<file path="config.mk">
export PLATFORM = sky130hd
export DESIGN_NAME = tbpf_front
export DESIGN_NICKNAME = d
export VERILOG_FILES = /design/src/sv/tbpf_pkg.sv /design/src/sv/tbpf_front.sv
export SDC_FILE = /design/constraint.sdc
export NUM_CORES = 1
export LEC_CHECK = 0
export BUFFER_PORTS_ARGS = -buffer_cell sky130_fd_sc_hd__buf_2
export CORE_MARGIN = 2
export CORE_UTILIZATION = 30
export DETAILED_ROUTE_END_ITERATION = 7
export GPL_ROUTABILITY_DRIVEN = 0
export PLACE_DENSITY = 0.78
export SETUP_SLACK_MARGIN = 0.3
export SLEW_MARGIN = 20
export SYNTH_ARGS = -nofsm -noshare
export SYNTH_HDL_FRONTEND = slang
export SYNTH_SLANG_ARGS = --single-unit
</file>
<file path="constraint.sdc">
create_clock -name vclk -period 1.45
set_input_delay 0.145 -clock vclk [all_inputs]
set_output_delay 0.145 -clock vclk [all_outputs]
set_load 0.05 [all_outputs]
</file>
<file path="src/sv/tbpf_pkg.sv">
`default_nettype none
// ----------------------------------------------------------------------------
// Background pixel fetch package
// Shared types, command codes, register indexes and address constants.
// ----------------------------------------------------------------------------
package tbpf_pkg;

	// Video memory is split into an even-byte bank and an odd-byte bank.
	localparam int VRAM_BYTES        = 8192;
	localparam int MAP_TILES_PER_ROW = 32;
	localparam int ADDR_W            = $clog2(VRAM_BYTES);
	localparam int WORD_ADDR_W       = ADDR_W - 1;
	localparam int BANK_WORDS        = VRAM_BYTES / 2;

	// Request function codes.
	localparam logic FUNC_WRITE  = 1'b0;
	localparam logic FUNC_RENDER = 1'b1;

	// Command kinds handed from the front to the back.
	localparam logic [1:0] CMD_WRITE  = 2'd0;
	localparam logic [1:0] CMD_RENDER = 2'd1;
	localparam logic [1:0] CMD_BLANK  = 2'd2;

	// Register indexes on the configuration port.
	localparam logic [2:0] REG_BG_ENABLE   = 3'd0;
	localparam logic [2:0] REG_TILE_SELECT = 3'd1;
	localparam logic [2:0] REG_MAP_SELECT  = 3'd2;
	localparam logic [2:0] REG_SCROLL_X    = 3'd3;
	localparam logic [2:0] REG_SCROLL_Y    = 3'd4;
	localparam logic [2:0] REG_BG_PALETTE  = 3'd5;

	// Tile maps sit at 0x1800 and 0x1C00: the top two address bits are set.
	localparam logic [1:0] MAP_BASE_TOP = 2'b11;
	// Pattern data base 0x0800 expressed as a 16-bit word address.
	localparam logic [WORD_ADDR_W-1:0] DATA_BASE_LOW_WORD = 12'h400;

	// Color index forced when the background is switched off.
	localparam logic [1:0] BLANK_COLOR = 2'd3;

	// Queue between front and back.
	localparam int QUEUE_DEPTH = 2;

	typedef struct packed {
		logic       bg_enable;
		logic       tile_data_select;
		logic       map_select;
		logic [7:0] scroll_x;
		logic [7:0] scroll_y;
		logic [7:0] bg_palette;
	} cfg_t;

	typedef struct packed {
		logic [1:0]        kind;
		logic [ADDR_W-1:0] addr;     // write address or tile map address
		logic [7:0]        data;     // write byte
		logic [2:0]        row;      // row inside the tile
		logic [2:0]        pix;      // column inside the tile
		logic              data_sel; // pattern base select
	} cmd_t;

endpackage : tbpf_pkg
`default_nettype wire

</file>
<file path="src/sv/tbpf_front.sv">
`default_nettype none
// ----------------------------------------------------------------------------
// Background pixel fetch front
// Classifies a request and works out the scrolled tile map address.
// ----------------------------------------------------------------------------
module tbpf_front
	import tbpf_pkg::*;
(
	input  wire logic              func,
	input  wire logic [ADDR_W-1:0] mem_addr,
	input  wire logic [7:0]        write_data,
	input  wire logic [7:0]        screen_x,
	input  wire logic [7:0]        screen_y,
	input  wire cfg_t              cfg,
	output cmd_t                   cmd
);

	logic [7:0] bx;
	logic [7:0] by;

	// Scroll wraps around the 256 by 256 background.
	assign bx = screen_x + cfg.scroll_x;
	assign by = screen_y + cfg.scroll_y;

	always_comb begin
		cmd.data     = write_data;
		cmd.row      = by[2:0];
		cmd.pix      = bx[2:0];
		cmd.data_sel = cfg.tile_data_select;
		if (func == FUNC_WRITE) begin
			cmd.kind = CMD_WRITE;
			cmd.addr = mem_addr;
		end else begin
			cmd.kind = cfg.bg_enable ? CMD_RENDER : CMD_BLANK;
			cmd.addr = {MAP_BASE_TOP, cfg.map_select, by[7:3], bx[7:3]};
		end
	end

endmodule : tbpf_front
`default_nettype wire

</file>
* After elaboration in Yosys (flattened, before gate mapping)
Cells that the tools add are included.
** Cells by class
- $add $sub $neg :: 2
- Muxes and demuxes :: 2
** Operators by type and width (number)
- $add A8 B8 Y8 :: 2
- $mux W15 :: 1
- $mux W2 :: 1
** Storage, ports and cells
- Bits in registers :: 0
- Input bits :: 65
- Output and inout bits :: 30
- Logic and storage cells :: 4

* Longest topological paths before layout
Gate-level depths: netlist (run 1).
- Word-level depth :: 2
- Gate-level depth with buffers :: 6

* Worst setup path before layout (run 1)
No wires, ideal clock.
- Path kind :: in2out
- Start :: input screen_y[0]
- End :: output cmd[23] (netlist bit)
- Arrival :: 2.383 ns
- Data required time :: 1.305 ns
- Setup slack :: -1.078 ns
- Cell stages on the path :: 5
- Cells stage by stage :: ha_1 fa_1 a211oi_1 o21bai_1 o311ai_1
** RTL lines
- start: declaration :: RTL line tbpf_front.sv:13 : input wire logic [7:0] screen_y,
- end: declaration :: RTL line tbpf_front.sv:15 : output cmd_t cmd

==> impl_metrics.tcl, run 1 <==
set metrics [dict create \
    status "finished, violations left" \
    failed_checks "design-rule violations, negative setup slack" \
    fmaxAchievable_ghz 0.5686 \
    number_of_remaining_drc_errors 4 \
    fp.dieW_microns 58.72 \
    syn_avg_cell_area_sq_um 7.613 \
    final.period_utilization_pct 121.3 \
    layout.cell_area.non_filler_sq_um 2112 \
    setup_viol 10 \
    synth_top_area_share_pct 19.50 \
    synth_sequential_area_ratio_pct 0 \
    synth_top_cell_by_area "ha_1" \
    synth-warning-count 0 \
    final_layout_size_suffix_gt1_share_pct 73.61 \
    timing.setup.critical_path_class "in2out" \
    buffer_ports.inserted 69 \
    cp_data_arrival_time_ns 1.61 \
    synth_cell_type_count 41 \
    worstSetupEndpointType "output port" \
    maxSlewViolCount 0 \
    placed_cells 242 \
    largest_net_degree_at_the_start_of_global_routing 23 \
    hpwl_after_dpl_mm 3.025 \
    max-slew-margin-rel_pct 77.15 \
    detailedRoute.firstIterationViolations 40 \
    total_leakage_power_nw 0.9434 \
    routed_via_count 1356 \
    dr.pass1.iters 6 \
    worstMarginPinSlew_ns 0.3403 \
    cts_hold_repair_buffers 0 \
    holdCritPathClass "in2out" \
    multi_input_area_sq_um 1180 \
    avgViaCountPerCell 5.490 \
    final_critical_path_setup_slack_ns -0.3089 \
    row_count 19 \
    post-route-min-period_ns 1.759 \
    post_synth_main_area_contributors "ha_1 19%, buf_4 7.5%, a211oi_1 6.7%" \
    crit_required_ns 1.31 \
    die_height_microns 58.72 \
    final.clkbuf_count 0 \
    number_of_failing_hold_endpoints_at_the_final_stage 0 \
    postPlaceCellArea_sq_um 1782 \
    design.portCount 95 \
    floorplan_core_area_sq_um 2805 \
    rsz0062_at_grt "true" \
    post_synth_inst_count 118 \
    layout.filler_cells 189 \
    fin_nets 299 \
    timing.max_cap.violations 0 \
    fin_hold_ws_ns 0.2900 \
    die_area_sq_um 3448 \
    synth_nets 199 \
    critPathLaunchType "primary input" \
    grt_first_pass_wirelength_mm 5.733 \
    floorplan.initialDensity_pct 32.02 \
    finalWirelength_mm 3.766 \
    pwr_density_cell_nw_per_um2 558.9 \
    grt_pass1_vias 1399 \
    layout-area-overhead-vs-synth_pct 135.1 \
    wl_per_cell_microns 15.25 \
    dpl_worst_slack_ns -0.5052 \
    gr-total-overflow 0 \
    regArea_sq_um 0 \
    antenna_cells 0 \
    layout.cells.non_filler 247 \
    critPathMaxFanout 2 \
    seq_cells 0 \
    grt_use_total_pct 20.59 \
    worst_ir_drop_vdd_v 0.0003551 \
    synth_area_sq_um 898.4 \
    antenna_left 0 \
    antenna_found_initial 0 \
]
## stage by stage
step / power, W / TNS [ns] / util, %
floorplan: 0.0007329 / -1.530 / -
global placement: 0.0009380 / -2.703 / 63.51
detailed placement: 0.0009705 / -3.041 / 63.51
CTS: 0.001102 / -1.891 / 69.67
global route: 0.001244 / -2.444 / 75.29
finish: 0.001180 / -1.979 / 75.29
## report_power, final
group | switching, W | leakage [nW] | total [W] | internal, W
Sequential | 0 | 0 | 0 | 0
Combinational | 0.000632 | 0.943 | 0.00118 | 0.000548
Clock | 0 | 0 | 0 | 0
Total | 0.000632 | 0.943 | 0.00118 | 0.000548
## critical path, stage by stage
cell and delay [ns]:
buf_6 0.10, ha_4 0.16, fa_2 0.37, a211oi_4 0.27, o21bai_2 0.12, nand4b_1 0.15
o311ai_4 0.12, buf_6 0.17
## what timing repair did
| item | in CTS | in global routing |
|---|---|---|
| setup buffers | 1 | 3 |
| resized for setup | 43 | 25 |
| endpoints found under the hold margin | 0 | 0 |
| pin swaps | 12 | 12 |
| gates cloned | 0 | 1 |
| setup endpoints to repair | 14 | 15 |
## final timing paths
check / from / endpoint / slack [ns] / cells past startpoint
min: write_data[2] / cmd[9] / 0.29 / 0
max: cfg[8] / cmd[23] / -0.31 / 8
## cell usage in the layout (no fill, tap or decap), types with 3 or more instances in the layout
cell and instances:
o21bai_1 4, buf_2 46, nor4_1 4, ha_1 4
o2bb2ai_4 4, o21ai_2 4, a211oi_4 4, buf_6 19
inv_1 3, nand2_1 7, buf_4 35, buf_8 7
a211oi_2 4, ha_4 9, a21o_1 3, nand3b_1 3
## layer usage
metal	global-route usage, %	up-vias	wire (microns)
met5	0	-	0
met4	3.896	0	45
met3	2.418	8	245
met2	44.29	55	2193
met1	20.29	641	1281
li1	-	652	-
## final cells by class
| type | instances | share of cell area, % |
|---|---|---|
| timing repair buffer | 111 | 41.29 |
| tap | 31 | 1.836 |
| inverter | 5 | 1.007 |
| multi-input combinational | 100 | 55.86 |
## cells by family after synthesis
kind of cell | count (synthesis) | share of synthesized area [%]
muxes | 2 | 2.368
and+or+nand+nor | 31 | 19.78
AOI/OAI and AO/OA | 47 | 38.16
xor gates and xnor gates | 4 | 3.900
adders and majority gates | 16 | 23.96
buffers and inverters | 18 | 11.84
## synth_stat cells, drive strengths merged (3+ instances only)
cell type and instances:
ha 14, buf 11, a211oi 10, o21ai 8
nand2 7, o21bai 6, inv 5, a21o 4
nor4 4, o2bb2ai 4, a21oi 3, nand3 3
nand3b 3, o31ai 3
(Power assumes the default switching activity.)
==> run 2, diff against run 1 <==
--- a/config.mk
+++ b/config.mk
@@ -5,12 +5,13 @@
 export SDC_FILE = /design/constraint.sdc
 export NUM_CORES = 1
 export LEC_CHECK = 0
+export ABC_AREA = 1
 export BUFFER_PORTS_ARGS = -buffer_cell sky130_fd_sc_hd__buf_2
 export CORE_MARGIN = 2
 export CORE_UTILIZATION = 30
 export DETAILED_ROUTE_END_ITERATION = 7
 export GPL_ROUTABILITY_DRIVEN = 0
-export PLACE_DENSITY = 0.78
+export PLACE_DENSITY = 0.79
 export SETUP_SLACK_MARGIN = 0.3
 export SLEW_MARGIN = 20
 export SYNTH_ARGS = -nofsm -noshare
==> run 2 against run 1 <==
  * Worst setup slack improved by 0.20 ns
  * Sequential cell count unchanged
  * Worst hold slack did not move
  * Highest routed layer is now met3
  * Critical path type unchanged
  * Final area down 14%
  * The flow finishes with violations (negative setup slack)
  * Largest cell class unchanged
==> impl_metrics.tcl, run 2 <==
set metrics [dict create \
    synth_sequential_area_ratio_pct 0 \
    fmaxAchievable_ghz 0.6409 \
    worst-path-buf-inv 2 \
    grt_pass1_vias 1068 \
    synth-warning-count 0 \
    rsz0062_at_grt "true" \
    finalWirelength_mm 2.842 \
    min_from "write_data[3]" \
    regArea_sq_um 0 \
    layout.cell_area.non_filler_sq_um 1819 \
    number_of_remaining_drc_errors 0 \
    synth_commonest_cells "58 x nand2_1, 16 x inv_1, 14 x ha_1, 12 x nand3_1, 9 x buf_4" \
    critPathMaxFanout 2 \
    syn_avg_cell_area_sq_um 5.766 \
    dr.pass1.iters 6 \
    post_synth_inst_count 148 \
    floorplan_core_area_sq_um 2734 \
    status "finished, violations left" \
    worstSetupEndpointType "output port" \
    routed_via_count 1190 \
    holdCritPathClass "in2out" \
    grt_use_total_pct 15.71 \
    crit_slowest_cell "fa_2" \
    total_leakage_power_nw 0.9406 \
    antenna_found_initial 0 \
    setup_viol 9 \
    crit_path_cell_trace "buf_8 -> ha_4 -> fa_2 -> nand2_1 -> nand2_1 -> and2_4 -> nand2_2 -> nand2_2 -> o21ai_4 -> buf_6" \
    row_count 19 \
    seq_cells 0 \
    cts_hold_repair_buffers 0 \
    failed_checks "negative setup slack" \
    timing.setup.critical_path_class "in2out" \
    cp_top_family "adder cells" \
    cpPeakStageDelay_ns 0.34 \
    min_delay_path_depth 0 \
    detailedRoute.firstIterationViolations 14 \
    gr-total-overflow 0 \
    buffer_ports.inserted 69 \
    die_area_sq_um 3287 \
    fin_setup_tns_ns -0.5823 \
    worst_ir_drop_vdd_v 0.0003852 \
    antenna_cells 0 \
    antenna_left 0 \
    grt_first_pass_wirelength_mm 4.229 \
    largest_net_degree_at_the_start_of_global_routing 13 \
    multi_input_area_sq_um 1036 \
    final_layout_size_suffix_gt1_share_pct 61.78 \
    post_synth_main_area_contributors "nand2_1 26%, ha_1 21%, buf_4 7.9%" \
    floorplan.initialDensity_pct 31.21 \
    avgViaCountPerCell 4.648 \
    fp.dieW_microns 57.33 \
    critPathLaunchType "primary input" \
    maxSlewViolCount 0 \
    yosys.cell_count.top_type "nand2_1" \
    layout_commonest_cell "buf_2" \
    final.clkbuf_count 0 \
    pwr_density_cell_nw_per_um2 566.0 \
    hpwl_after_dpl_mm 2.157 \
    final_critical_path_setup_slack_ns -0.1103 \
    timing.max_cap.violations 0 \
    number_of_failing_hold_endpoints_at_the_final_stage 0 \
    post-route-min-period_ns 1.560 \
    hold_end "cmd[10]" \
    most-common-layout-cells "48 x buf_2, 45 x nand2_1, 15 x inv_1, 15 x buf_4, 14 x buf_6" \
    die_height_microns 57.33 \
    crit_required_ns 1.31 \
    fin_nets 308 \
    synth_nets 229 \
    synth_top_cell_by_area "nand2_1" \
    synth_top_area_share_pct 25.51 \
    dpl_worst_slack_ns -0.2617 \
    postPlaceCellArea_sq_um 1500 \
    cp_data_arrival_time_ns 1.42 \
    wl_per_cell_microns 11.10 \
    layout.filler_cells 243 \
    design.portCount 95 \
    worstMarginPinSlew_ns 0.2507 \
    max-slew-margin-rel_pct 83.40 \
    synth_area_sq_um 853.3 \
    final.period_utilization_pct 107.6 \
    synth_cell_type_count 19 \
    layout-area-overhead-vs-synth_pct 113.2 \
]
==> run 2: area by class of cell <==
type               instances  share of cell area (%)
repair buffers            88                   37.41
multi-input cells        121                   56.95
inverters                 16                   3.508
well taps                 31                   2.132
==> run 2: metrics by stage <==
stage / util (%) / hold slack [ns] / total power [W] / instances
2_1_floorplan: - / 0.3861 / 0.0006798 / 148
3_3_place_gp: 54.87 / 0.2903 / 0.0008100 / 251
3_5_place_dp: 54.87 / 0.2903 / 0.0008248 / 251
4_1_cts: 63.48 / 0.2903 / 0.0009815 / 254
5_1_grt: 66.54 / 0.2901 / 0.001103 / 256
6_report: 66.54 / 0.2900 / 0.001030 / 256
==> run 2: cells by family after synthesis <==
group | share of synthesized area (%)
buf+inv | 17.15
xor+xnor | 6.158
fa+ha+maj | 25.22
simple gates | 45.60
compound gates | 5.865
==> run 2: power by group <==
| part | switching, W | internal, W | leakage, nW | total (W) |
|---|---|---|---|---|
| logic | 0.000568 | 0.000462 | 0.941 | 0.00103 |
| clock network | 0 | 0 | 0 | 0 |
| registers | 0 | 0 | 0 | 0 |
==> run 2: how the worst max path moves through the flow <==
stage | slack [ns] | start | depth (start not counted) | to
6_report | -0.11 | cfg[16] | 10 | cmd[16]
5_1_grt | -0.21 | cfg[16] | 11 | cmd[18]
4_1_cts | -0.11 | screen_y[0] | 11 | cmd[23]
3_5_place_dp | -0.26 | screen_x[0] | 11 | cmd[18]
3_3_place_gp | -0.24 | screen_x[0] | 11 | cmd[18]
2_1_floorplan | -0.06 | screen_y[0] | 8 | cmd[21]
==> run 2: per-layer routing <==
layer | track usage (%) | part of all wire, % | vias to the layer above
li1 | - | - | 614
met1 | 18.90 | 38 | 530
met2 | 31.36 | 56 | 46
met3 | 0.9070 | 6.0 | 0
met4 | 1.329 | 0 | 0
met5 | 0 | 0 | -
==> run 2: repair_timing <==
item / CTS / global route
buffers inserted: 3 / 2
cloned: 0 / 0
resized for setup: 54 / 15
pin swaps: 16 / 4
setup endpoints to repair: 14 / 15
