--- config.mk ---
export PLATFORM = sky130hd
export DESIGN_NAME = tbpf_queue
export DESIGN_NICKNAME = d
export VERILOG_FILES = /design/src/sv/tbpf_pkg.sv /design/src/sv/tbpf_queue.sv
export SDC_FILE = /design/constraint.sdc
export NUM_CORES = 1
export LEC_CHECK = 0
export ABC_CLOCK_PERIOD_IN_PS = 2550
export BUFFER_PORTS_ARGS = -buffer_cell sky130_fd_sc_hd__buf_2
export CORE_ASPECT_RATIO = 1.25
export CORE_MARGIN = 5
export CORE_UTILIZATION = 51
export CTS_CLUSTER_SIZE = 14
export DETAILED_ROUTE_END_ITERATION = 7
export GPL_ROUTABILITY_DRIVEN = 0
export GPL_TIMING_DRIVEN = 1
export HOLD_SLACK_MARGIN = 0.05
export PLACE_DENSITY = 0.77
export SLEW_MARGIN = 20
export SYNTH_ARGS = -nofsm -noshare
export SYNTH_HDL_FRONTEND = slang
export SYNTH_SLANG_ARGS = --single-unit
export TNS_END_PERCENT = 100
--- constraint.sdc ---
create_clock -name clk -period 2.55 [get_ports clk]
set_clock_uncertainty 0.15 [all_clocks]
set_input_delay 0.1275 -clock clk [delete_from_list [all_inputs] [get_ports clk]]
set_output_delay 0.1275 -clock clk [all_outputs]
set_load 0.1 [all_outputs]
--- src/sv/tbpf_pkg.sv ---
`default_nettype none
// ----------------------------------------------------------------------------
// Background pixel fetch package
// Shared types, command codes, register indexes and address constants.
// ----------------------------------------------------------------------------
package tbpf_pkg;

	// Video memory is split into an even-byte bank and an odd-byte bank.
	localparam int VRAM_BYTES        = 8192;
	localparam int MAP_TILES_PER_ROW = 32;
	localparam int ADDR_W            = $clog2(VRAM_BYTES);
	localparam int WORD_ADDR_W       = ADDR_W - 1;
	localparam int BANK_WORDS        = VRAM_BYTES / 2;

	// Request function codes.
	localparam logic FUNC_WRITE  = 1'b0;
	localparam logic FUNC_RENDER = 1'b1;

	// Command kinds handed from the front to the back.
	localparam logic [1:0] CMD_WRITE  = 2'd0;
	localparam logic [1:0] CMD_RENDER = 2'd1;
	localparam logic [1:0] CMD_BLANK  = 2'd2;

	// Register indexes on the configuration port.
	localparam logic [2:0] REG_BG_ENABLE   = 3'd0;
	localparam logic [2:0] REG_TILE_SELECT = 3'd1;
	localparam logic [2:0] REG_MAP_SELECT  = 3'd2;
	localparam logic [2:0] REG_SCROLL_X    = 3'd3;
	localparam logic [2:0] REG_SCROLL_Y    = 3'd4;
	localparam logic [2:0] REG_BG_PALETTE  = 3'd5;

	// Tile maps sit at 0x1800 and 0x1C00: the top two address bits are set.
	localparam logic [1:0] MAP_BASE_TOP = 2'b11;
	// Pattern data base 0x0800 expressed as a 16-bit word address.
	localparam logic [WORD_ADDR_W-1:0] DATA_BASE_LOW_WORD = 12'h400;

	// Color index forced when the background is switched off.
	localparam logic [1:0] BLANK_COLOR = 2'd3;

	// Queue between front and back.
	localparam int QUEUE_DEPTH = 2;

	typedef struct packed {
		logic       bg_enable;
		logic       tile_data_select;
		logic       map_select;
		logic [7:0] scroll_x;
		logic [7:0] scroll_y;
		logic [7:0] bg_palette;
	} cfg_t;

	typedef struct packed {
		logic [1:0]        kind;
		logic [ADDR_W-1:0] addr;     // write address or tile map address
		logic [7:0]        data;     // write byte
		logic [2:0]        row;      // row inside the tile
		logic [2:0]        pix;      // column inside the tile
		logic              data_sel; // pattern base select
	} cmd_t;

endpackage : tbpf_pkg
`default_nettype wire

--- src/sv/tbpf_queue.sv ---
`default_nettype none
// ----------------------------------------------------------------------------
// Background pixel fetch command queue
// Two-entry queue that lets the front and the back stall independently.
// ----------------------------------------------------------------------------
module tbpf_queue
	import tbpf_pkg::*;
(
	input  wire logic clk,
	input  wire logic arst_n,
	input  wire logic push,
	input  wire cmd_t push_cmd,
	output logic      full,
	input  wire logic pop,
	output logic      head_valid,
	output cmd_t      head_cmd
);

	localparam int PTR_W = $clog2(QUEUE_DEPTH);

	cmd_t               entry_q [QUEUE_DEPTH];
	logic [PTR_W-1:0]   wr_ptr_q;
	logic [PTR_W-1:0]   rd_ptr_q;
	logic [PTR_W:0]     count_q;

	assign full       = (count_q == (PTR_W+1)'(QUEUE_DEPTH));
	assign head_valid = (count_q != '0);
	assign head_cmd   = entry_q[rd_ptr_q];

	always_ff @(posedge clk or negedge arst_n) begin
		if (!arst_n) begin
			wr_ptr_q <= '0;
			rd_ptr_q <= '0;
			count_q  <= '0;
		end else begin
			if (push) begin
				wr_ptr_q <= (wr_ptr_q == PTR_W'(QUEUE_DEPTH - 1)) ? '0 : wr_ptr_q + 1'b1;
			end
			if (pop) begin
				rd_ptr_q <= (rd_ptr_q == PTR_W'(QUEUE_DEPTH - 1)) ? '0 : rd_ptr_q + 1'b1;
			end
			if (push && !pop) begin
				count_q <= count_q + 1'b1;
			end else if (pop && !push) begin
				count_q <= count_q - 1'b1;
			end
		end
	end

	always_ff @(posedge clk) begin
		if (push) begin
			entry_q[wr_ptr_q] <= push_cmd;
		end
	end

`ifndef ASSERT_OFF
	a_no_pop_empty: assert property (@(posedge clk) disable iff (!arst_n)
		pop |-> head_valid)
		else $error("queue popped while empty");
	a_no_push_full: assert property (@(posedge clk) disable iff (!arst_n)
		push |-> !full)
		else $error("queue pushed while full");
	a_count_bound: assert property (@(posedge clk) disable iff (!arst_n)
		count_q <= (PTR_W+1)'(QUEUE_DEPTH))
		else $error("queue count out of range");
`endif

endmodule : tbpf_queue
`default_nettype wire

---- Yosys cells after proc, flatten, opt, wreduce, memory -nomap -nowiden ----
Memories as Yosys holds them, arrays and structs flattened.
Index checks and enable logic that the tools add are counted.
Widths: inputs -> output; s select.
operators by class
  multiplexer cells ....................... 6
  reductions and logical operators ........ 6
  add/subtract/negate cells ............... 4
  eq/ne operators ......................... 1
operators by type and width
  cell                 count
  $mux 1               4
  $mux 2               2
  $reduce_bool 2->1    2
  $add 1x1->1 const B  2
  $add 2x1->2 const B  1
  $eq 2x2->1 const B   1
  $logic_and 1x1->1    2
  $logic_not 1->1      2
  $sub 2x1->2 const B  1
storage, ports and cells
  input bits .............................. 34
  memories ................................ 1
  output and inout bits ................... 32
  bits in writable memories ............... 60
  flip-flop bits (word level) ............. 4
  word-level logic and storage cells ...... 21
memory list
  name     depth  width  rd ports  clocked after memory_dff  write ports  RTL line          RTL
  entry_q  2      30     1         0                         1            tbpf_queue.sv:21  cmd_t entry_q [QUEUE_DEPTH];

---- Longest topological paths before layout ----
Gate-level depths: netlist of run 1.
  depth in word-level cells ............... 4
  mapped depth ............................ 5

---- Worst setup path before layout of run 1 ----
No wires, ideal clock.
  path type ............................... reg-to-reg
  start ................................... reg wr_ptr_q
  end ..................................... mem entry_q[0][0] (netlist name) (enable)
  clock period less this slack ............ 2.324 ns
  setup time .............................. 0.421 ns
  data required time ...................... 1.979 ns
  arrival time ............................ 1.754 ns
  stages on the path, launching flop included .. 2
  slack ................................... 0.226 ns
  buffers on the path ..................... 0
  path through ............................ dfrtp_1 nor2b_1
RTL lines
  element                 RTL line          RTL
  from (decl)             tbpf_queue.sv:22  logic [PTR_W-1:0] wr_ptr_q;
  from (signal assigned)  tbpf_queue.sv:37  wr_ptr_q <= (wr_ptr_q == PTR_W'(QUEUE_DEPTH - 1)) ? '0 : wr_ptr_q + 1'b1;
  to (decl)               tbpf_queue.sv:21
No word-level cell before the write port.

==> impl_metrics.env, run 1 <==
export IMPL_crit_path_cell_trace="mux2_2 > buf_2"
export IMPL_cts_tree="yes"
export IMPL_first_iter_violations=86
export IMPL_drive_above_1_share=0.5134
export IMPL_floorplan_core_area_um2=4459
export IMPL_timing_endpoint_of_the_critical_path="head_cmd[14]"
export IMPL_ys_ff_latch=64
export IMPL_critical_path_cell_count=2
export IMPL_post_synth_cell_area_avg_um2=21.67
export IMPL_h_tree_depth_reported_by_cts=3
export IMPL_route_vias_total=1330
export IMPL_portBuffers=65
export IMPL_reg2reg_from="wr_ptr_q$_DFFE_PN0P_"
export IMPL_r2r_worst_path_cells=2
export IMPL_area_growth_syn_to_layout_pct=41.37
export IMPL_die_x_um=70.87
export IMPL_postCtsSetupRepairBufs=0
export IMPL_dp_hpwl_um=2840
export IMPL_timing_max_slew_rel_slack=0.5419
export IMPL_synthesis_nets=144
export IMPL_cp_start_kind="flip-flop"
export IMPL_cts_sinks=64
export IMPL_netlist_area_um2=2362
export IMPL_post_synth_xor_area_fraction=0.01854
export IMPL_worst_hold_path_type="flip-flop to flip-flop"
export IMPL_tritoncts_num_buffers=9
export IMPL_ctsLongestPathBuffers=2
export IMPL_initial_utilization=0.5297
export IMPL_cpLargestDelayFamily="flip-flops"
export IMPL_rsz0062_at_grt="no"
export IMPL_totalWireLength_um=4386
export IMPL_worstSetupPathType="flip-flop to primary output"
export IMPL_detail_route_antenna_nets=0
export IMPL_worst_slew_pin_transition_ns=0.6872
export IMPL_crit_path_max_delay_cell_type="dfrtp_2"
export IMPL_synth_top_family_by_area="multiplexers"
export IMPL_synth_commonest_cells="edfxtp_1, mux2_2, dfrtp_1, xor2_1, buf_6"
export IMPL_drt_drc_violations_left=0
export IMPL_synth_largest_area_cell="edfxtp_1"
export IMPL_clk_latency_ns=0.32
export IMPL_cts_reportedPaths_clkPinSlew_ns=0.06
export IMPL_slowest_delay_ns=0.81
export IMPL_report_final_setup_viol=0
export IMPL_grt_ovfl_total=0
export IMPL_nNetsFinal=254
export IMPL_period_needed_ns=2.143
export IMPL_cell_at_the_root_of_the_clock_tree="clkbuf_8"
export IMPL_worstPathRequired_ns=2.27
export IMPL_maxCapViolCount=0
export IMPL_worstSetupEndpointType="primary output"
export IMPL_synth_compound_area_frac=0
export IMPL_yosysWarningCount=0
export IMPL_critPathMaxFanout=31
export IMPL_grt_first_pass_wirelength_um=7031
export IMPL_routedWlPerCell_um=15.55
export IMPL_postSynth_topFlopCell="edfxtp_1"
export IMPL_post_synth_edffs=60
export IMPL_netlist_cell_type_count=12
export IMPL_grt_util_all_layers=0.1602
export IMPL_timing_rr_end="entry_q[1][24]$_DFFE_PP_"
export IMPL_period_share=0.8402
export IMPL_dieHeight_um=86.09
export IMPL_ys_seq_area_frac=0.8051
export IMPL_number_of_slew_limit_violations_in_the_final_report=0
export IMPL_die_area_um2=6101
export IMPL_gate_count_of_the_mapped_netlist=109
export IMPL_std_cell_rows=27
export IMPL_hold_violations=0
export IMPL_startpoint="rd_ptr_q$_DFFE_PN0P_"
export IMPL_synth_adder_area_share=0.005297
export IMPL_synth_most_common_cell="edfxtp_1"
export IMPL_outcome="finished, final reports clean"
export IMPL_setup_reg_to_reg_worst_slack_ns=0.91
export IMPL_route_detailed_vias_per_inst=4.716
export IMPL_antennaDiodeCount=0
export IMPL_synthArstFlopShare=0.06250
export IMPL_cp_data_arrival_time_ns=1.87
export IMPL_antenna_found_initial=0
export IMPL_floorplan_io_pins=66
export IMPL_yosys_area_share_simple=0.01218
export IMPL_setup_tns_final_ns=0
export IMPL_synth_mux_area_fraction=0.1430
export IMPL_synth_top_cells_by_area="edfxtp_1, mux2_2, dfrtp_1, xor2_1, buf_6"
export IMPL_buffers_and_inverters_on_the_worst_path=1
export IMPL_detailedRoute_firstPassIterationCount=4
export IMPL_netlist_area_leader_share=0.7627
export IMPL_first_global_vias=1495
export IMPL_grt_start_max_net_pins=32
export IMPL_fmax_mhz=466.7
## cell families (layout without fill, tap and decap cells)
family / after synthesis / after routing
XOR/XNOR: 5 / 5
AND/OR/NAND/NOR: 5 / 5
flip-flops: 64 / 64
adder cells (fa/ha/maj): 1 / 1
buffers and inverters: 4 / 119
multiplexers: 30 / 30
## routing by layer
layer / vias up / wire [um] / track usage
met5: - / 0 / 0
met1: 629 / 1585 / 0.1601
li1: 641 / - / -
met4: 0 / 93 / 0.09231
met3: 9 / 326 / 0.06565
met2: 51 / 2380 / 0.2776
## cell type report
class	count	area [um^2]
clock buffer	9	123.9
clock inverter	7	110.1
fill	290	1120
inverter	1	3.754
multi-input combinational	41	425.4
sequential	64	1903
tap	58	72.57
timing repair buffer	102	700.7
## flip-flops by register name, summed over array words and instances, names as in the netlist
register,flops
entry_q,60
count_q,2
rd_ptr_q,1
wr_ptr_q,1
## how the worst min path moves through the flow
| stage | slack [ns] | to | startpoint | cells after the start |
|---|---|---|---|---|
| 5_1_grt | 0.35 | entry_q[1][21]$_DFFE_PP_ | push_cmd[21] | 2 |
| 3_3_place_gp | -0.22 | count_q[1]$_DFFE_PN0P_ | arst_n | 1 |
| 6_report | 0.35 | count_q[1]$_DFFE_PN0P_ | count_q[1]$_DFFE_PN0P_ | 1 |
| 4_1_cts | 0.35 | count_q[1]$_DFFE_PN0P_ | count_q[1]$_DFFE_PN0P_ | 1 |
| 3_5_place_dp | -0.21 | count_q[0]$_DFFE_PN0P_ | arst_n | 1 |
| 2_1_floorplan | -0.32 | count_q[0]$_DFFE_PN0P_ | arst_n | 0 |
## worst reg2reg max path: stages, from the launching register on
cell and delay [ns]:
dfrtp_1 0.39, and2_1 0.57, buf_12 0.24
## timing repair
action / 4_1_cts / 5_1_grt
hold buffers: 34 / 0
endpoints found under the hold margin: 67 / 0
resized for setup: 0 / 0
## stage by stage
step                      setup WS (ns)  area, um^2  hold slack [ns]  utilization  instances
after floorplan                  0.2256        2362          -0.3181            -        109
after global placement           0.3442        2764          -0.2175       0.6198        232
after detailed placement         0.7417        2765          -0.2135       0.6201        232
after CTS                        0.3611        3339           0.3511       0.7489        282
after global routing             0.3006        3339           0.3472       0.7489        282
final                            0.4074        3339           0.3453       0.7489        282
## cell usage in the layout, fill, tap and decap left out, types with 2 or more instances in the layout
| cell | count |
|---|---|
| buf_2 | 65 |
| buf_4 | 2 |
| bufinv_16 | 3 |
| clkbuf_8 | 9 |
| clkinv_1 | 2 |
| dfrtp_1 | 3 |
| dlygate4sd3_1 | 34 |
| edfxtp_1 | 60 |
| mux2_2 | 30 |
| xor2_1 | 4 |
Power of run 1 is not shown: default switching activity piles up to over one toggle a cycle in this logic, so the estimate is an artifact.
==> inputs of run 2 (changes only) <==
Settings changed: ABC_AREA from default to 1, ABC_CLOCK_PERIOD_IN_PS 2550 to 2200.
Clock period 2.55 ns to 2.2 ns, I/O delays scaled along.
==> run 2 against run 1 <==
Die area increased by 0.66%. Register-to-register slack about the same. Wire length increased by 14%. Critical path depth increased by 1. Cell count increased by 3.9%. Setup slack improved by 0.0039 ns. Worst hold slack about the same. Sequential cell count unchanged. Sequential share of layout area decreased by 6.4 points. First-iteration DRC count decreased by 29%.
==> impl_metrics.env, run 2 <==
export IMPL_rsz0062_at_grt="no"
export IMPL_cp_data_arrival_time_ns=1.53
export IMPL_area_growth_syn_to_layout_pct=57.94
export IMPL_crit_path_max_delay_cell_type="mux2_2"
export IMPL_drt_drc_violations_left=0
export IMPL_ys_ff_latch=64
export IMPL_r2r_worst_path_cells=2
export IMPL_cts_sinks=64
export IMPL_grt_ovfl_total=0
export IMPL_ctsLongestPathBuffers=2
export IMPL_tritoncts_num_buffers=9
export IMPL_cell_at_the_root_of_the_clock_tree="clkbuf_8"
export IMPL_routedWlPerCell_um=17.12
export IMPL_critPathMaxFanout=17
export IMPL_dp_hpwl_um=3199
export IMPL_worst_slew_pin_transition_ns=0.4904
export IMPL_die_area_um2=6141
export IMPL_post_cts_resized=0
export IMPL_floorplan_core_area_um2=4459
export IMPL_hold_violations=0
export IMPL_number_of_buffers_added_to_fix_hold_violations_after_cts=34
export IMPL_antennaDiodeCount=0
export IMPL_initial_utilization=0.5337
export IMPL_fill_cells=216
export IMPL_cts_tree="yes"
export IMPL_floorplan_io_pins=66
export IMPL_layout_cell_area_non_filler_um2=3759
export IMPL_cts_reportedPaths_clkPinSlew_ns=0.06
export IMPL_setup_tns_final_ns=0
export IMPL_synth_commonest_cells="edfxtp_1, mux2_2, inv_1"
export IMPL_cp_start_kind="flip-flop"
export IMPL_grt_start_max_net_pins=18
export IMPL_outcome="finished, final reports clean"
export IMPL_grt_util_all_layers=0.1794
export IMPL_post_synth_cell_area_avg_um2=20.17
export IMPL_worst_hold_path_type="flip-flop to flip-flop"
export IMPL_period_needed_ns=1.789
export IMPL_std_cell_rows=27
export IMPL_min_path_cells=2
export IMPL_dieHeight_um=86.38
export IMPL_first_iter_violations=61
export IMPL_synth_largest_area_cell="edfxtp_1"
export IMPL_die_x_um=71.10
export IMPL_worstSetupPathType="flip-flop to primary output"
export IMPL_synth_top_cells_by_area="edfxtp_1, mux2_2, dfrtp_1, buf_6, inv_1"
export IMPL_nNetsFinal=266
export IMPL_synthArstFlopShare=0.06250
export IMPL_place_area_um2=3242
export IMPL_fmax_mhz=559.1
export IMPL_detailedRoute_firstPassIterationCount=4
export IMPL_multi_input_area_um2=420.4
export IMPL_netlist_cell_type_count=12
export IMPL_layout_area_seq_um2=1902
export IMPL_worstSetupEndpointType="primary output"
export IMPL_route_vias_total=1431
export IMPL_hold_worst_slack_ns=0.3453
export IMPL_synthesis_nets=153
export IMPL_number_of_slew_limit_violations_in_the_final_report=0
export IMPL_antenna_found_initial=0
export IMPL_synth_most_common_cell="edfxtp_1"
export IMPL_postSynth_topFlopCell="edfxtp_1"
export IMPL_final_setup_worst_slack_ns=0.4114
export IMPL_largest_register_ffs=60
export IMPL_worstPathRequired_ns=1.94
export IMPL_route_detailed_vias_per_inst=4.884
export IMPL_crit_path_cell_trace="buf_4 > mux2_2 > buf_12"
export IMPL_netlist_area_leader_share=0.7571
export IMPL_timing_max_slew_rel_slack=0.6753
export IMPL_report_final_setup_viol=0
export IMPL_first_global_vias=1631
export IMPL_period_share=0.8130
export IMPL_netlist_area_um2=2380
export IMPL_clk_latency_ns=0.32
export IMPL_ys_seq_area_frac=0.7992
export IMPL_h_tree_depth_reported_by_cts=3
export IMPL_grt_first_pass_wirelength_um=8086
export IMPL_layout_cells_most_common_list="edfxtp_1, buf_2, dlygate4sd3_1"
export IMPL_portBuffers=65
export IMPL_reg_top3="entry_q: 60 flops, count_q: 2 flops"
export IMPL_drive_above_1_share=0.4894
export IMPL_detail_route_antenna_nets=0
export IMPL_yosysWarningCount=0
export IMPL_maxCapViolCount=0
export IMPL_gate_count_of_the_mapped_netlist=118
export IMPL_slowest_delay_ns=0.42
export IMPL_largest_register="entry_q"
export IMPL_postCtsSetupRepairBufs=0
export IMPL_layout_commonest_cell="edfxtp_1"
export IMPL_post_synth_edffs=60
export IMPL_place_ws_ns=0.7776
export IMPL_totalWireLength_um=5017
[run 2: cell type report]
type | count | share of cell area
Sequential cell | 64 | 0.5060
Multi-Input combinational cell | 44 | 0.1119
Clock inverter | 5 | 0.01298
Inverter | 7 | 0.006991
Tap cell | 58 | 0.01931
Clock buffer | 10 | 0.03395
Timing Repair Buffer | 105 | 0.3089
[run 2: metal layers]
metal,track usage,share of wire,vias up
li1,-,-,674
met2,0.3198,0.55,42
met5,0,0,-
met4,0.06325,0.011,0
met1,0.2016,0.39,709
met3,0.05684,0.045,6
[run 2: worst max-delay path: cells and delay by family, from the launching register on]
| kind | cells | cell delay (ns) |
|---|---|---|
| DFF | 1 | 0.35 |
| buffers and inverters | 2 | 0.43 |
| muxes | 1 | 0.42 |
[run 2: metrics by stage]
step                cells    util
floorplan             118       -
global placement      244  0.7270
detailed placement    244  0.7270
CTS                   293  0.8429
global route          293  0.8429
finish                293  0.8429
[run 2: cells by family (layout without fill, tap and decap cells)]
| family | count (synthesis) | in the layout | share of synthesized area |
|---|---|---|---|
| muxes | 30 | 30 | 0.1420 |
| buffers and inverters | 10 | 127 | 0.02524 |
| adders and majority gates | 1 | 1 | 0.005257 |
| xor gates and xnor gates | 3 | 3 | 0.01104 |
| and+or+nand+nor | 10 | 10 | 0.01735 |
| DFF | 64 | 64 | 0.7992 |
[run 2: worst paths after layout]
path | startpoint | end | slack, ns
max in group asynchronous | arst_n | rd_ptr_q$_DFFE_PN0P_ | 1.16
worst max-delay path | rd_ptr_q$_DFFE_PN0P_ | head_cmd[19] | 0.41
min in group asynchronous | arst_n | count_q[1]$_DFFE_PN0P_ | 0.56
worst max register to register | wr_ptr_q$_DFFE_PN0P_ | entry_q[0][9]$_DFFE_PP_ | 0.92
worst min-delay path | count_q[1]$_DFFE_PN0P_ | count_q[1]$_DFFE_PN0P_ | 0.35
worst min register to register | count_q[1]$_DFFE_PN0P_ | count_q[1]$_DFFE_PN0P_ | 0.35
Power of run 2 is left out for the same reason.
==> inputs of run 3 (changes only) <==
Settings changed: ABC_AREA 1 to 0, ABC_CLOCK_PERIOD_IN_PS 2200 to 1600, CORE_UTILIZATION 51 to 46, PLACE_DENSITY 0.77 to 0.74.
Clock period 2.2 ns to 1.6 ns, I/O delays scaled along.
==> run 3 against run 2 <==
The flow now finishes with violations (negative setup slack). Final area grew 3.3%. Count of clock-buffer cells in the layout grew 3. Critical path depth is the same. Critical path type unchanged. Wire length grew 5.5%. Global-route usage shrank 0.55 points. Non-clock buffer count is the same. Die area grew 8.7%. Worst hold slack lost 0.014 ns. Sequential cell count is the same. Register-to-register slack lost 0.68 ns. Via count shrank 2.3%. Sequential share of layout area shrank 1.6 points.
==> impl_metrics.env, run 3 (synthesis results as in run 1) <==
export IMPL_detail_route_antenna_nets=0
export IMPL_grt_util_all_layers=0.1739
export IMPL_layout_commonest_cell="edfxtp_1"
export IMPL_timing_max_slew_rel_slack=0.7956
export IMPL_maxCapViolCount=0
export IMPL_cts_tree="yes"
export IMPL_drt_drc_violations_left=0
export IMPL_cts_reportedPaths_clkPinSlew_ns=0.07
export IMPL_h_tree_depth_reported_by_cts=3
export IMPL_worst_hold_path_type="input port to flip-flop"
export IMPL_std_cell_rows=29
export IMPL_nNetsFinal=257
export IMPL_detailedRoute_firstPassIterationCount=4
export IMPL_outcome="complete, but fails checks"
export IMPL_startpoint="rd_ptr_q$_DFFE_PN0P_"
export IMPL_totalWireLength_um=5295
export IMPL_reg2reg_from="wr_ptr_q$_DFFE_PN0P_"
export IMPL_report_final_setup_viol=30
export IMPL_postCtsSetupRepairBufs=0
export IMPL_worst_slew_pin_transition_ns=0.3083
export IMPL_route_detailed_vias_per_inst=4.837
export IMPL_cp_start_kind="flip-flop"
export IMPL_route_vias_total=1398
export IMPL_holdCritStartpoint="push_cmd[13]"
export IMPL_die_area_um2=6677
export IMPL_first_iter_violations=63
export IMPL_violated_checks="negative setup slack"
export IMPL_worstSetupPathType="flip-flop to primary output"
export IMPL_routedWlPerCell_um=18.32
export IMPL_grt_ovfl_total=0
export IMPL_drive_above_1_share=0.5286
export IMPL_hold_violations=0
export IMPL_rsz0062_at_grt="yes"
export IMPL_number_of_slew_limit_violations_in_the_final_report=0
export IMPL_ctsLongestPathBuffers=2
export IMPL_antenna_found_initial=0
export IMPL_grt_start_max_net_pins=22
export IMPL_grt_first_pass_wirelength_um=8328
export IMPL_period_needed_ns=1.705
export IMPL_period_share=1.066
export IMPL_first_global_vias=1669
export IMPL_worstSetupEndpointType="primary output"
export IMPL_layout_cells_most_common_list="edfxtp_1, dlygate4sd3_1, buf_2, buf_12, mux2_4"
export IMPL_dieHeight_um=90.12
export IMPL_cell_at_the_root_of_the_clock_tree="clkbuf_8"
export IMPL_portBuffers=65
export IMPL_fmax_mhz=586.4
export IMPL_dp_hpwl_um=3218
export IMPL_clk_latency_ns=0.32
export IMPL_layout_cell_area_non_filler_um2=3881
export IMPL_largest_register="entry_q"
export IMPL_die_x_um=74.10
export IMPL_largest_register_ffs=60
export IMPL_final_setup_worst_slack_ns=-0.1054
export IMPL_worstPathRequired_ns=1.37
export IMPL_critPathMaxFanout=15
export IMPL_reg_top3="entry_q: 60 flops, count_q: 2 flops"
export IMPL_tritoncts_num_buffers=9
export IMPL_cts_sinks=64
export IMPL_floorplan_core_area_um2=5044
export IMPL_floorplan_io_pins=66
export IMPL_initial_utilization=0.4684
export IMPL_place_area_um2=3276
export IMPL_area_growth_syn_to_layout_pct=64.30
export IMPL_antennaDiodeCount=0
export IMPL_cp_data_arrival_time_ns=1.48
## run 3: timing repair
item / in CTS / in global routing
hold endpoints to repair: 67 / 0
setup endpoints to repair: 31 / 31
gates resized for setup: 5 / 14
hold buffers: 34 / 0
## run 3: through the flow
step                hold WS, ns  utilization  setup slack [ns]  instances  setup TNS (ns)
floorplan               -0.3656            -            0.1466        109               0
finish                   0.3314       0.7695           -0.1054        289          -1.999
CTS                      0.2994       0.7599           -0.1538        289          -4.315
global placement        -0.2628       0.6495            0.2411        239               0
detailed placement      -0.2554       0.6495            0.2183        239               0
global route             0.3126       0.7695           -0.1645        289          -3.789
## run 3: final timing paths
| kind | to | slack [ns] | cells past startpoint |
|---|---|---|---|
| worst max-delay path | head_cmd[16] | -0.11 | 3 |
| worst min-delay path | entry_q[0][13]$_DFFE_PP_ | 0.33 | 2 |
| worst max register to register | entry_q[1][3]$_DFFE_PP_ | 0.24 | 2 |
| worst min register to register | count_q[1]$_DFFE_PN0P_ | 0.36 | 1 |
| max in group asynchronous | rd_ptr_q$_DFFE_PN0P_ | 0.60 | 3 |
| min in group asynchronous | count_q[0]$_DFFE_PN0P_ | 0.50 | 3 |
## run 3: worst max-delay path: stages, from the launching register on
cell and delay (ns):
dfrtp_2 0.41, buf_12 0.18, mux2_2 0.38, buf_12 0.17
## run 3: layout make-up
cell class                      instances  area (um^2)
Sequential cell                        64         1903
Timing Repair Buffer                  105         1204
Fill cell                             264         1162
Multi-Input combinational cell         41        494.2
Clock buffer                           13        158.9
Tap cell                               62        77.57
Clock inverter                          3        40.04
Inverter                                1        3.754
## run 3: routing by layer
layer | up-vias | routed length, um | GRT usage
met5 | - | 0 | 0
met4 | 0 | 55 | 0.06344
met3 | 4 | 311 | 0.07031
li1 | 648 | - | -
met1 | 696 | 1858 | 0.1772
met2 | 50 | 3069 | 0.3084
Power of run 3 is left out for the same reason.
